[config.mk]
export PLATFORM = sky130hd
export DESIGN_NAME = scancode_modifier_decoder_fifo
export DESIGN_NICKNAME = d
export VERILOG_FILES = /design/src/design/scmd_pkg.sv /design/src/design/scmd_front.sv /design/src/design/scmd_cmdq.sv /design/src/design/scmd_back.sv /design/src/design/scancode_modifier_decoder_fifo.sv
export SDC_FILE = /design/constraint.sdc
export NUM_CORES = 2
export LEC_CHECK = 0
export BUFFER_PORTS_ARGS = -buffer_cell sky130_fd_sc_hd__buf_2
export CORE_AREA = 2 2 599 601
export DETAILED_ROUTE_END_ITERATION = 16
export DIE_AREA = 0 0 601 603
export HOLD_SLACK_MARGIN = 0.12
export PLACE_DENSITY = 0.53
export SLEW_MARGIN = 20
export SYNTH_ARGS = -nofsm -noshare
export SYNTH_HDL_FRONTEND = slang
export SYNTH_SLANG_ARGS = --single-unit
[constraint.sdc]
create_clock -name clk_i -period 10.2 [get_ports clk_i]
set_input_delay 1.02 -clock clk_i [delete_from_list [all_inputs] [get_ports clk_i]]
set_output_delay 1.02 -clock clk_i [all_outputs]
set_load 0.02 [all_outputs]
[src/design/scmd_pkg.sv]
// shared types and constants of the set-1 scancode decoder with event queue
// no dependencies; imported by every module of the block
package scmd_pkg;

  // default queue depth, one slot stays free so capacity is depth minus one
  localparam int unsigned DEFAULT_QUEUE_DEPTH = 256;

  // event word layout
  localparam int unsigned EVENT_W     = 13;
  localparam int unsigned EV_PRESSED  = 7;
  localparam int unsigned EV_EXTENDED = 8;
  localparam int unsigned EV_SHIFT    = 9;
  localparam int unsigned EV_CTRL     = 10;
  localparam int unsigned EV_ALT      = 11;
  localparam int unsigned EV_CAPS     = 12;

  // scancode values
  localparam logic [7:0] PREFIX_BYTE = 8'hE0;
  localparam logic [6:0] LSHIFT_CODE = 7'h2A;
  localparam logic [6:0] RSHIFT_CODE = 7'h36;
  localparam logic [6:0] CTRL_CODE   = 7'h1D;
  localparam logic [6:0] ALT_CODE    = 7'h38;
  localparam logic [6:0] CAPS_CODE   = 7'h3A;

  // what the back end does with one transaction
  typedef enum logic [1:0] {
    CMD_NONE  = 2'd0,
    CMD_EVENT = 2'd1,
    CMD_POP   = 2'd2
  } cmd_kind_e;

  typedef struct packed {
    cmd_kind_e            kind;
    logic [EVENT_W-1:0]   ev;
  } cmd_t;

endpackage

[src/design/scmd_front.sv]
// front end: classifies each transaction and tracks prefix and modifier state
// depends on scmd_pkg
module scmd_front (
  input  logic          clk_i,
  input  logic          rst_ni,
  input  logic          in_valid_i,
  output logic          in_stall_o,
  input  logic          req_type_i,
  input  logic [7:0]    data_byte_i,
  input  logic          from_aux_i,
  output logic          cmd_valid_o,
  input  logic          cmd_stall_i,
  output scmd_pkg::cmd_t cmd_o
);
  import scmd_pkg::*;

  logic prefix_q, prefix_d;
  logic shift_q, shift_d;
  logic ctrl_q, ctrl_d;
  logic alt_q, alt_d;
  logic caps_q, caps_d;
  logic accept;
  logic released;
  logic [6:0] code;

  assign cmd_valid_o = in_valid_i;
  assign in_stall_o  = cmd_stall_i;
  assign accept      = in_valid_i && !cmd_stall_i;
  assign released    = data_byte_i[7];
  assign code        = data_byte_i[6:0];

  // decode and modifier update
  always_comb begin
    prefix_d = prefix_q;
    shift_d  = shift_q;
    ctrl_d   = ctrl_q;
    alt_d    = alt_q;
    caps_d   = caps_q;
    cmd_o.kind = CMD_NONE;
    if (req_type_i) begin
      cmd_o.kind = CMD_POP;
    end else if (!from_aux_i) begin
      if (data_byte_i == PREFIX_BYTE) begin
        prefix_d = 1'b1;
      end else begin
        cmd_o.kind = CMD_EVENT;
        prefix_d   = 1'b0;
        if (prefix_q) begin
          if (code == CTRL_CODE) begin
            ctrl_d = !released;
          end else if (code == ALT_CODE) begin
            alt_d = !released;
          end
        end else begin
          if (code == LSHIFT_CODE || code == RSHIFT_CODE) begin
            shift_d = !released;
          end else if (code == CTRL_CODE) begin
            ctrl_d = !released;
          end else if (code == ALT_CODE) begin
            alt_d = !released;
          end else if (code == CAPS_CODE && !released) begin
            caps_d = !caps_q;
          end
        end
      end
    end
    // snapshot taken after the update
    cmd_o.ev              = '0;
    cmd_o.ev[6:0]         = code;
    cmd_o.ev[EV_PRESSED]  = !released;
    cmd_o.ev[EV_EXTENDED] = prefix_q;
    cmd_o.ev[EV_SHIFT]    = shift_d;
    cmd_o.ev[EV_CTRL]     = ctrl_d;
    cmd_o.ev[EV_ALT]      = alt_d;
    cmd_o.ev[EV_CAPS]     = caps_d;
  end

  // state registers, updated on accepted transactions only
  always_ff @(posedge clk_i or negedge rst_ni) begin
    if (!rst_ni) begin
      prefix_q <= 1'b0;
      shift_q  <= 1'b0;
      ctrl_q   <= 1'b0;
      alt_q    <= 1'b0;
      caps_q   <= 1'b0;
    end else if (accept) begin
      prefix_q <= prefix_d;
      shift_q  <= shift_d;
      ctrl_q   <= ctrl_d;
      alt_q    <= alt_d;
      caps_q   <= caps_d;
    end
  end

endmodule

[src/design/scmd_cmdq.sv]
// two-entry command queue between the front and back ends
// depends on scmd_pkg
module scmd_cmdq (
  input  logic           clk_i,
  input  logic           rst_ni,
  input  logic           wr_valid_i,
  output logic           wr_stall_o,
  input  scmd_pkg::cmd_t wr_cmd_i,
  output logic           rd_valid_o,
  input  logic           rd_stall_i,
  output scmd_pkg::cmd_t rd_cmd_o
);
  import scmd_pkg::*;

  cmd_t       slot_q [2];
  logic       head_q, head_d;
  logic       tail_q, tail_d;
  logic [1:0] count_q, count_d;
  logic       push, pop;

  assign wr_stall_o = (count_q == 2'd2);
  assign rd_valid_o = (count_q != 2'd0);
  assign rd_cmd_o   = slot_q[head_q];
  assign push       = wr_valid_i && !wr_stall_o;
  assign pop        = rd_valid_o && !rd_stall_i;

  // pointer and count update
  always_comb begin
    head_d  = pop  ? !head_q : head_q;
    tail_d  = push ? !tail_q : tail_q;
    count_d = count_q;
    if (push && !pop) begin
      count_d = count_q + 2'd1;
    end else if (pop && !push) begin
      count_d = count_q - 2'd1;
    end
  end

  always_ff @(posedge clk_i or negedge rst_ni) begin
    if (!rst_ni) begin
      head_q  <= 1'b0;
      tail_q  <= 1'b0;
      count_q <= 2'd0;
    end else begin
      head_q  <= head_d;
      tail_q  <= tail_d;
      count_q <= count_d;
    end
  end

  // payload slots
  always_ff @(posedge clk_i) begin
    if (push) begin
      slot_q[tail_q] <= wr_cmd_i;
    end
  end

endmodule

[src/design/scmd_back.sv]
// back end: event ring buffer in a memory plus the registered result stage
// depends on scmd_pkg
module scmd_back #(
  parameter int unsigned QUEUE_DEPTH = scmd_pkg::DEFAULT_QUEUE_DEPTH
) (
  input  logic           clk_i,
  input  logic           rst_ni,
  input  logic           cmd_valid_i,
  output logic           cmd_stall_o,
  input  scmd_pkg::cmd_t cmd_i,
  output logic           out_valid_o,
  input  logic           out_stall_i,
  output logic           event_valid_o,
  output logic [6:0]     key_code_o,
  output logic           key_make_o,
  output logic           key_ext_o,
  output logic           shift_held_o,
  output logic           ctrl_held_o,
  output logic           alt_held_o,
  output logic           caps_on_o,
  output logic           queued_o,
  output logic           overflow_drop_o,
  output logic           queue_not_empty_o
);
  import scmd_pkg::*;

  localparam int unsigned AW = (QUEUE_DEPTH > 1) ? $clog2(QUEUE_DEPTH) : 1;
  localparam logic [AW-1:0] LAST = AW'(QUEUE_DEPTH - 1);

  logic [EVENT_W-1:0] mem [QUEUE_DEPTH];
  logic [EVENT_W-1:0] rdata_q;
  logic [AW-1:0]      rd_q, rd_d, wr_q, wr_d, wr_next, rd_next;
  logic               out_valid_q;
  logic               ev_valid_q, ev_valid_d;
  logic               queued_q, queued_d;
  logic               drop_q, drop_d;
  logic               not_empty_q;
  logic               fire, empty, full, do_push, do_pop;

  // one transaction retires whenever the result slot is free or being taken
  assign fire        = cmd_valid_i && !(out_valid_q && out_stall_i);
  assign cmd_stall_o = out_valid_q && out_stall_i;

  assign wr_next = (wr_q == LAST) ? '0 : wr_q + 1'b1;
  assign rd_next = (rd_q == LAST) ? '0 : rd_q + 1'b1;
  assign empty   = (rd_q == wr_q);
  assign full    = (wr_next == rd_q);
  assign do_push = fire && (cmd_i.kind == CMD_EVENT) && !full;
  assign do_pop  = fire && (cmd_i.kind == CMD_POP) && !empty;

  // pointer and flag computation
  always_comb begin
    rd_d       = do_pop  ? rd_next : rd_q;
    wr_d       = do_push ? wr_next : wr_q;
    ev_valid_d = do_pop;
    queued_d   = do_push;
    drop_d     = (cmd_i.kind == CMD_EVENT) && full;
  end

  always_ff @(posedge clk_i or negedge rst_ni) begin
    if (!rst_ni) begin
      rd_q        <= '0;
      wr_q        <= '0;
      out_valid_q <= 1'b0;
      ev_valid_q  <= 1'b0;
      queued_q    <= 1'b0;
      drop_q      <= 1'b0;
      not_empty_q <= 1'b0;
    end else if (fire) begin
      rd_q        <= rd_d;
      wr_q        <= wr_d;
      out_valid_q <= 1'b1;
      ev_valid_q  <= ev_valid_d;
      queued_q    <= queued_d;
      drop_q      <= drop_d;
      not_empty_q <= (rd_d != wr_d);
    end else if (!out_stall_i) begin
      out_valid_q <= 1'b0;
    end
  end

  // event memory, one write and one registered read
  always_ff @(posedge clk_i) begin
    if (do_push) begin
      mem[wr_q] <= cmd_i.ev;
    end
    if (do_pop) begin
      rdata_q <= mem[rd_q];
    end
  end

  // event fields of the result, zero unless a pop returned an event
  assign out_valid_o       = out_valid_q;
  assign event_valid_o     = ev_valid_q;
  assign key_code_o        = ev_valid_q ? rdata_q[6:0] : 7'd0;
  assign key_make_o        = ev_valid_q && rdata_q[EV_PRESSED];
  assign key_ext_o         = ev_valid_q && rdata_q[EV_EXTENDED];
  assign shift_held_o      = ev_valid_q && rdata_q[EV_SHIFT];
  assign ctrl_held_o       = ev_valid_q && rdata_q[EV_CTRL];
  assign alt_held_o        = ev_valid_q && rdata_q[EV_ALT];
  assign caps_on_o         = ev_valid_q && rdata_q[EV_CAPS];
  assign queued_o          = queued_q;
  assign overflow_drop_o   = drop_q;
  assign queue_not_empty_o = not_empty_q;

endmodule

[src/design/scancode_modifier_decoder_fifo.sv]
// set-1 scancode decoder with a queue of decoded key events
// each accepted transaction passes the command queue and then the registered result stage of the back end
// throughput: one transaction per cycle while the result side does not stall
// every transaction, byte or pop, yields exactly one result transaction
// reset clears pointers, prefix and modifier state at once; no clearing pass
// top level; depends on scmd_pkg, scmd_front, scmd_cmdq, scmd_back
module scancode_modifier_decoder_fifo #(
  parameter int unsigned QUEUE_DEPTH = scmd_pkg::DEFAULT_QUEUE_DEPTH
) (
  input  logic       clk_i,
  input  logic       rst_ni,
  input  logic       in_valid_i,
  output logic       in_stall_o,
  input  logic       req_type_i,
  input  logic [7:0] data_byte_i,
  input  logic       from_aux_i,
  output logic       out_valid_o,
  input  logic       out_stall_i,
  output logic       event_valid_o,
  output logic [6:0] key_code_o,
  output logic       key_make_o,
  output logic       key_ext_o,
  output logic       shift_held_o,
  output logic       ctrl_held_o,
  output logic       alt_held_o,
  output logic       caps_on_o,
  output logic       queued_o,
  output logic       overflow_drop_o,
  output logic       queue_not_empty_o
);
  import scmd_pkg::*;

  cmd_t front_cmd, back_cmd;
  logic front_valid, front_stall;
  logic back_valid, back_stall;

  // decode
  scmd_front u_front (
    .clk_i       (clk_i),
    .rst_ni      (rst_ni),
    .in_valid_i  (in_valid_i),
    .in_stall_o  (in_stall_o),
    .req_type_i  (req_type_i),
    .data_byte_i (data_byte_i),
    .from_aux_i  (from_aux_i),
    .cmd_valid_o (front_valid),
    .cmd_stall_i (front_stall),
    .cmd_o       (front_cmd)
  );

  // decoupling queue
  scmd_cmdq u_cmdq (
    .clk_i      (clk_i),
    .rst_ni     (rst_ni),
    .wr_valid_i (front_valid),
    .wr_stall_o (front_stall),
    .wr_cmd_i   (front_cmd),
    .rd_valid_o (back_valid),
    .rd_stall_i (back_stall),
    .rd_cmd_o   (back_cmd)
  );

  // event queue and results
  scmd_back #(
    .QUEUE_DEPTH (QUEUE_DEPTH)
  ) u_back (
    .clk_i             (clk_i),
    .rst_ni            (rst_ni),
    .cmd_valid_i       (back_valid),
    .cmd_stall_o       (back_stall),
    .cmd_i             (back_cmd),
    .out_valid_o       (out_valid_o),
    .out_stall_i       (out_stall_i),
    .event_valid_o     (event_valid_o),
    .key_code_o        (key_code_o),
    .key_make_o        (key_make_o),
    .key_ext_o         (key_ext_o),
    .shift_held_o      (shift_held_o),
    .ctrl_held_o       (ctrl_held_o),
    .alt_held_o        (alt_held_o),
    .caps_on_o         (caps_on_o),
    .queued_o          (queued_o),
    .overflow_drop_o   (overflow_drop_o),
    .queue_not_empty_o (queue_not_empty_o)
  );

endmodule

# Yosys cells after proc, flatten, opt, wreduce, memory -nomap -nowiden
# Memories as Yosys holds them, arrays and structs flattened. A register that Yosys moved wholly into a read port is not among the register bits.
# Index checks and enable logic that the tools add are counted.
# classes
addsub	4
n_eq_ne	15
mux	43
n_bitwise	2
reduce_logical	31
# ops
operator	n
$mux 1	34
$mux 8	4
$eq 7x6->1 const B	4
$eq 8x8->1 const B	3
$logic_and 1x1->1	17
$add 8x1->8 const B	2
$eq 8x8->1	2
$logic_not 1->1	10
$mux 2	4
$ne 8x8->1	1
$eq 7x5->1 const B	1
$mux 7	1
$eq 2x2->1 const B	2
$reduce_bool 2->1	2
$reduce_and 3->1	1
$add 2x1->2 const B	1
$eq 2x1->1 const B	1
$ne 2x1->1 const B	1
$not 1->1	2
$sub 2x1->2 const B	1
$logic_or 1x1->1	1
# word_totals
ff_bits	30
ramBits	3358
inputBits	14
output_inout_bits	19
word_cells	112
mem_count	2
# mem_list
memory	words	word_bits	rd	rd_ports_with_merged_regs	write_ports	line_no	text
u_back.mem	256	13	1	1	1	scmd_back.sv:30	logic [EVENT_W-1:0] mem [QUEUE_DEPTH];
u_cmdq.slot_q	2	15	1	0	1	scmd_cmdq.sv:15	cmd_t slot_q [2];

# Longest topological paths before layout
# logic_depth
word_depth	10
depth_mapped	13
depth_no_buf	11

# Modules after synthesis
# From an unflattened synthesis, not the netlist that was laid out.
# unflattened
cells_unflattened	5366
area_unflattened_um2	131168.3
# by_module_without_submodules
module	n_inst	cells_per_inst	area_each_um2	seq_area_each_um2
scmd_back	1	5246	129319.0	100851.7
scmd_cmdq	1	66	1337.5	1001.0
scmd_front	1	54	511.7	125.1

# Least setup slack after synthesis
# OpenSTA, ideal clock, no wires.
# synth_timing
path_kind	reg2reg
from	reg u_back.wr_q[0]
to	mem u_back.mem[103][0], enable pin
setup_time_ps	382
arrival_time_ps	3272
required_time_ps	9818
setup_slack_ps	6545
path_stages_with_launch	14
synth_period_minus_slack_ps	3655
path_cell_list	dfrtp_1 -> clkbuf_1 -> inv_1 -> ha_1 -> nor2b_1 -> o32ai_1 -> o221a_2 -> nand4_1 -> o21ai_1 -> buf_2 -> nor2_1 -> nand2_1 -> buf_2 -> nor2_1
# synth_between
elab_chain_len	7
word_cells_on_any_way	8
# synth_rtl
element	line_no	text
from (decl)	scmd_back.sv:32	logic [AW-1:0] rd_q, rd_d, wr_q, wr_d, wr_next, rd_next;
from (signal assigned)	scmd_back.sv:71	wr_q <= wr_d;
$add 8x1->8 / $eq 8x8->1 (equally long branches)	scmd_back.sv:44	assign wr_next = (wr_q == LAST) ? '0 : wr_q + 1'b1;
$mux 8	scmd_back.sv:44	
$eq 8x8->1	scmd_back.sv:47	assign full = (wr_next == rd_q);
$logic_not 1->1	scmd_back.sv:48	assign do_push = fire && (cmd_i.kind == CMD_EVENT) && !full;
$logic_and 1x1->1	scmd_back.sv:48	
$mux 1	scmd_back.sv:84	if (do_push) begin
$mux 1 (implied by the code)	scmd_back.sv:85	mem[wr_q] <= cmd_i.ev;
to (decl)	scmd_back.sv:30	
# Several ways; a longest one is shown, not always the timed one.

# Worst setup path after layout
# layout_timing
from	reg u_back.wr_q[6]
to	mem u_back.mem[81][9], enable pin
# The elaborated chain is that of the path after synthesis.

==> results.md <==
* Yosys warns at 0
* GRT Total Usage at 0.191
* Vias in the first global route at 60000
* Hold buffer count at CTS at 0
* Most common cell in the netlist: edfxtp_1
* Crit path kind: reg -> reg
* Min-delay worst type: in -> async
* Fin Hold WS at 239 ps
* Core Area at 355000 um^2
* Syn Nets at 5389
* Via count at 60000
* I/O pin total at 33
* Pin count of the biggest net entering global routing at 172
* Compound-Gate Fraction of Synth Area at 0.00396
* Largest family of logic cells by synthesized area: multiplexers
* #FFs+latches synth at 3401
* DRT antenna net count at 0
* Final Power at 43.1 mW
* Clock buffer depth at 4
* Max transition margin at 0.252
* Post-Synth Adder-Cell Area at 0.000573
* Power per cell area at 288 nW/um^2
* Clk Latency, worst-skew pair at 950 ps
* Xor/xnor share of the synthesized area at 0.00180
* First-pass GRT wire length at 489000 um
* Synthesized area per cell at 24.4 um^2
* DR vias/cell at 5.57
* Mux cell area share after synthesis at 0.191
* Chip Width at 601 um
* Cts bufs inserted at 357
* Initial antenna violation count at 32
* Required time of the worst setup path at 10730 ps
* Reg clk slew, reported paths at 60 ps
* Fin. max-slew vios at 0
* Fmax at 157 MHz
* Internal reg-to-reg setup slack at 3830 ps
* RSZ-0062 raised after global routing: false
* Final worst-path cycle share at 0.625
* Clk_skew at 73.6 ps
* Post-synthesis sequential area ratio at 0.778
* Num rows at 219
* Worst Setup Start Kind: flip-flop
* Post-layout net count at 5742
* Number of H-tree levels at 5
* DIE AREA at 362000 um^2
* Status: completed
* DRC Markers at 0
* Initial DRT Pass Iterations at 6
* Distinct cells, synth at 67
* Worst Path Arrival at 6900 ps
* Max cap viols at 0
* Gpl congestion at 0.850
* Initial DRC count at 7438
* Cell Area, Synth at 131000 um^2
* DIE HEIGHT at 603 um
* CTS tree: built
* Post-synth EDFFs at 3371
* CP Max Fanout at 20
* Share of layout cells above drive strength 1 at 0.339
* Syn-to-layout area delta at 14.5%
* Endpoint type of the worst setup path: flip-flop
* Setup Viol. Count Final at 0
* Setup TNS at 0 ps
* Post-Route WL at 351000 um
* Synth area leaders: edfxtp_1 (77%), mux4_2 (19%), nor2_1 (0.81%)
* PortBufs at 32
* Synth Instances at 5369
* Max VDD drop at 577 uV
* # resized after CTS at 0
* Async set or reset register ratio after synthesis at 0.00882
* Min cycle time layout at 6370 ps
* DP Wirelength at 207000 um
* Post-CTS Setup Bufs at 0
* Worst Tran Pin Value at 1120 ps
* Lkg Pwr at 45.5 nW
* Fin. Hold Viols at 0
* Area leader, netlist: edfxtp_1
* Grt ovf at 0
* Clock Sinks at 3401
* List of most frequent post-synthesis cells: edfxtp_1 (3371), mux4_2 (1101), nor2_1 (282)
* Starting Density at 0.369
* Share of the synthesized area in the top cell type at 0.773
* Simple-gate area share of the yosys netlist at 0.0136
* Top FF cell, synth: edfxtp_1
* WL per Instance at 32.6 um
* Root buf cell: clkbuf_16
-- through the flow --
step                utilization  area (um^2)  std cells  worst slack, ps
floorplan                     -       131000       5369             6550
global placement          0.389       138000      10100             3930
detailed placement        0.390       139000      10100             3900
CTS                       0.422       150000      10800             3860
global route              0.422       150000      10800             3560
finish                    0.422       150000      10800             3830
-- report_power, final --
group / total, mW / internal (mW) / switching (mW)
clock network: 12.7 / 7.26 / 5.42
logic: 12.9 / 4.94 / 7.93
registers: 17.6 / 17.3 / 0.309
total: 43.1 / 29.5 / 13.7
-- path summary, 6_finish.rpt --
kind	startpoint	cells after the start	end
worst max-delay path	u_back.wr_q[6]$_DFFE_PN0P_	9	u_back.mem[81][9]$_DFFE_PP_
worst min-delay path	rst_ni	1	u_cmdq.head_q$_DFFE_PN0P_
worst max register to register	u_back.wr_q[6]$_DFFE_PN0P_	9	u_back.mem[81][9]$_DFFE_PP_
worst min register to register	u_front.prefix_q$_DFFE_PN0P_	0	u_cmdq.slot_q[1][8]$_DFFE_PP_
max in group asynchronous	rst_ni	1	u_back.rd_q[1]$_DFFE_PN0P_
min in group clk_i	req_type_i	1	u_cmdq.slot_q[0][14]$_DFFE_PP_
-- layout make-up --
class                      count  area [um^2]
antenna                       11         27.5
clock buffer                 465         9410
clock inverter               178         1930
fill                       30300       205000
inverter                      15         56.3
multi-input combinational   1646        28300
sequential                  3401       102000
tap                         4751         5940
timing repair buffer         301         2430
-- metal layers --
layer,track usage,vias up,share of wire
li1,-,23900,-
met1,0.273,33300,0.42
met2,0.306,2302,0.48
met3,0.0356,451,0.072
met4,0.0433,10,0.023
met5,0,-,0.00018
-- critical path: stages, from the launching register on --
cell and delay [ps]:
dfrtp_1 760, nand4b_1 890, o21bai_1 620, nand3_1 170, nand4b_1 290, nor2_2 170
nor2_1 800, nand3_2 870, buf_4 510, nor2_1 880
-- logic make-up after synthesis --
group,after synthesis
XOR/XNOR,27
multiplexers,1128
buffers and inverters,322
AO/OA/AOI/OAI,74
adder cells (fa/ha/maj),6
AND/OR/NAND/NOR,411
flip-flops,3401
-- registers in the layout, summed over array words and instances (netlist names) --
| signal | count |
|---|---|
| u_cmdq.count_q | 2 |
| u_back.wr_q | 8 |
| u_back.mem | 3328 |
| u_front.alt_q | 1 |
| u_back.queued_o | 1 |
| u_back.rdata_q | 13 |
| u_back.out_valid_o | 1 |
| u_front.prefix_q | 1 |
| u_back.queue_not_empty_o | 1 |
| u_front.shift_q | 1 |
| u_back.overflow_drop_o | 1 |
| u_front.ctrl_q | 1 |
| u_back.rd_q | 8 |
| u_cmdq.tail_q | 1 |
| u_cmdq.slot_q | 30 |
| u_back.event_valid_o | 1 |
| u_front.caps_q | 1 |
| u_cmdq.head_q | 1 |
-- cell usage in the layout, fill, tap and decap left out, drive strengths merged, types with 25 or more instances in the layout --
master,instances
buf,301
bufinv,28
nor2,283
clkbuf,465
dfrtp,30
mux4,1101
clkinv,133
edfxtp,3371
nand3,25
nand2,35
(Power assumes the default switching activity.)
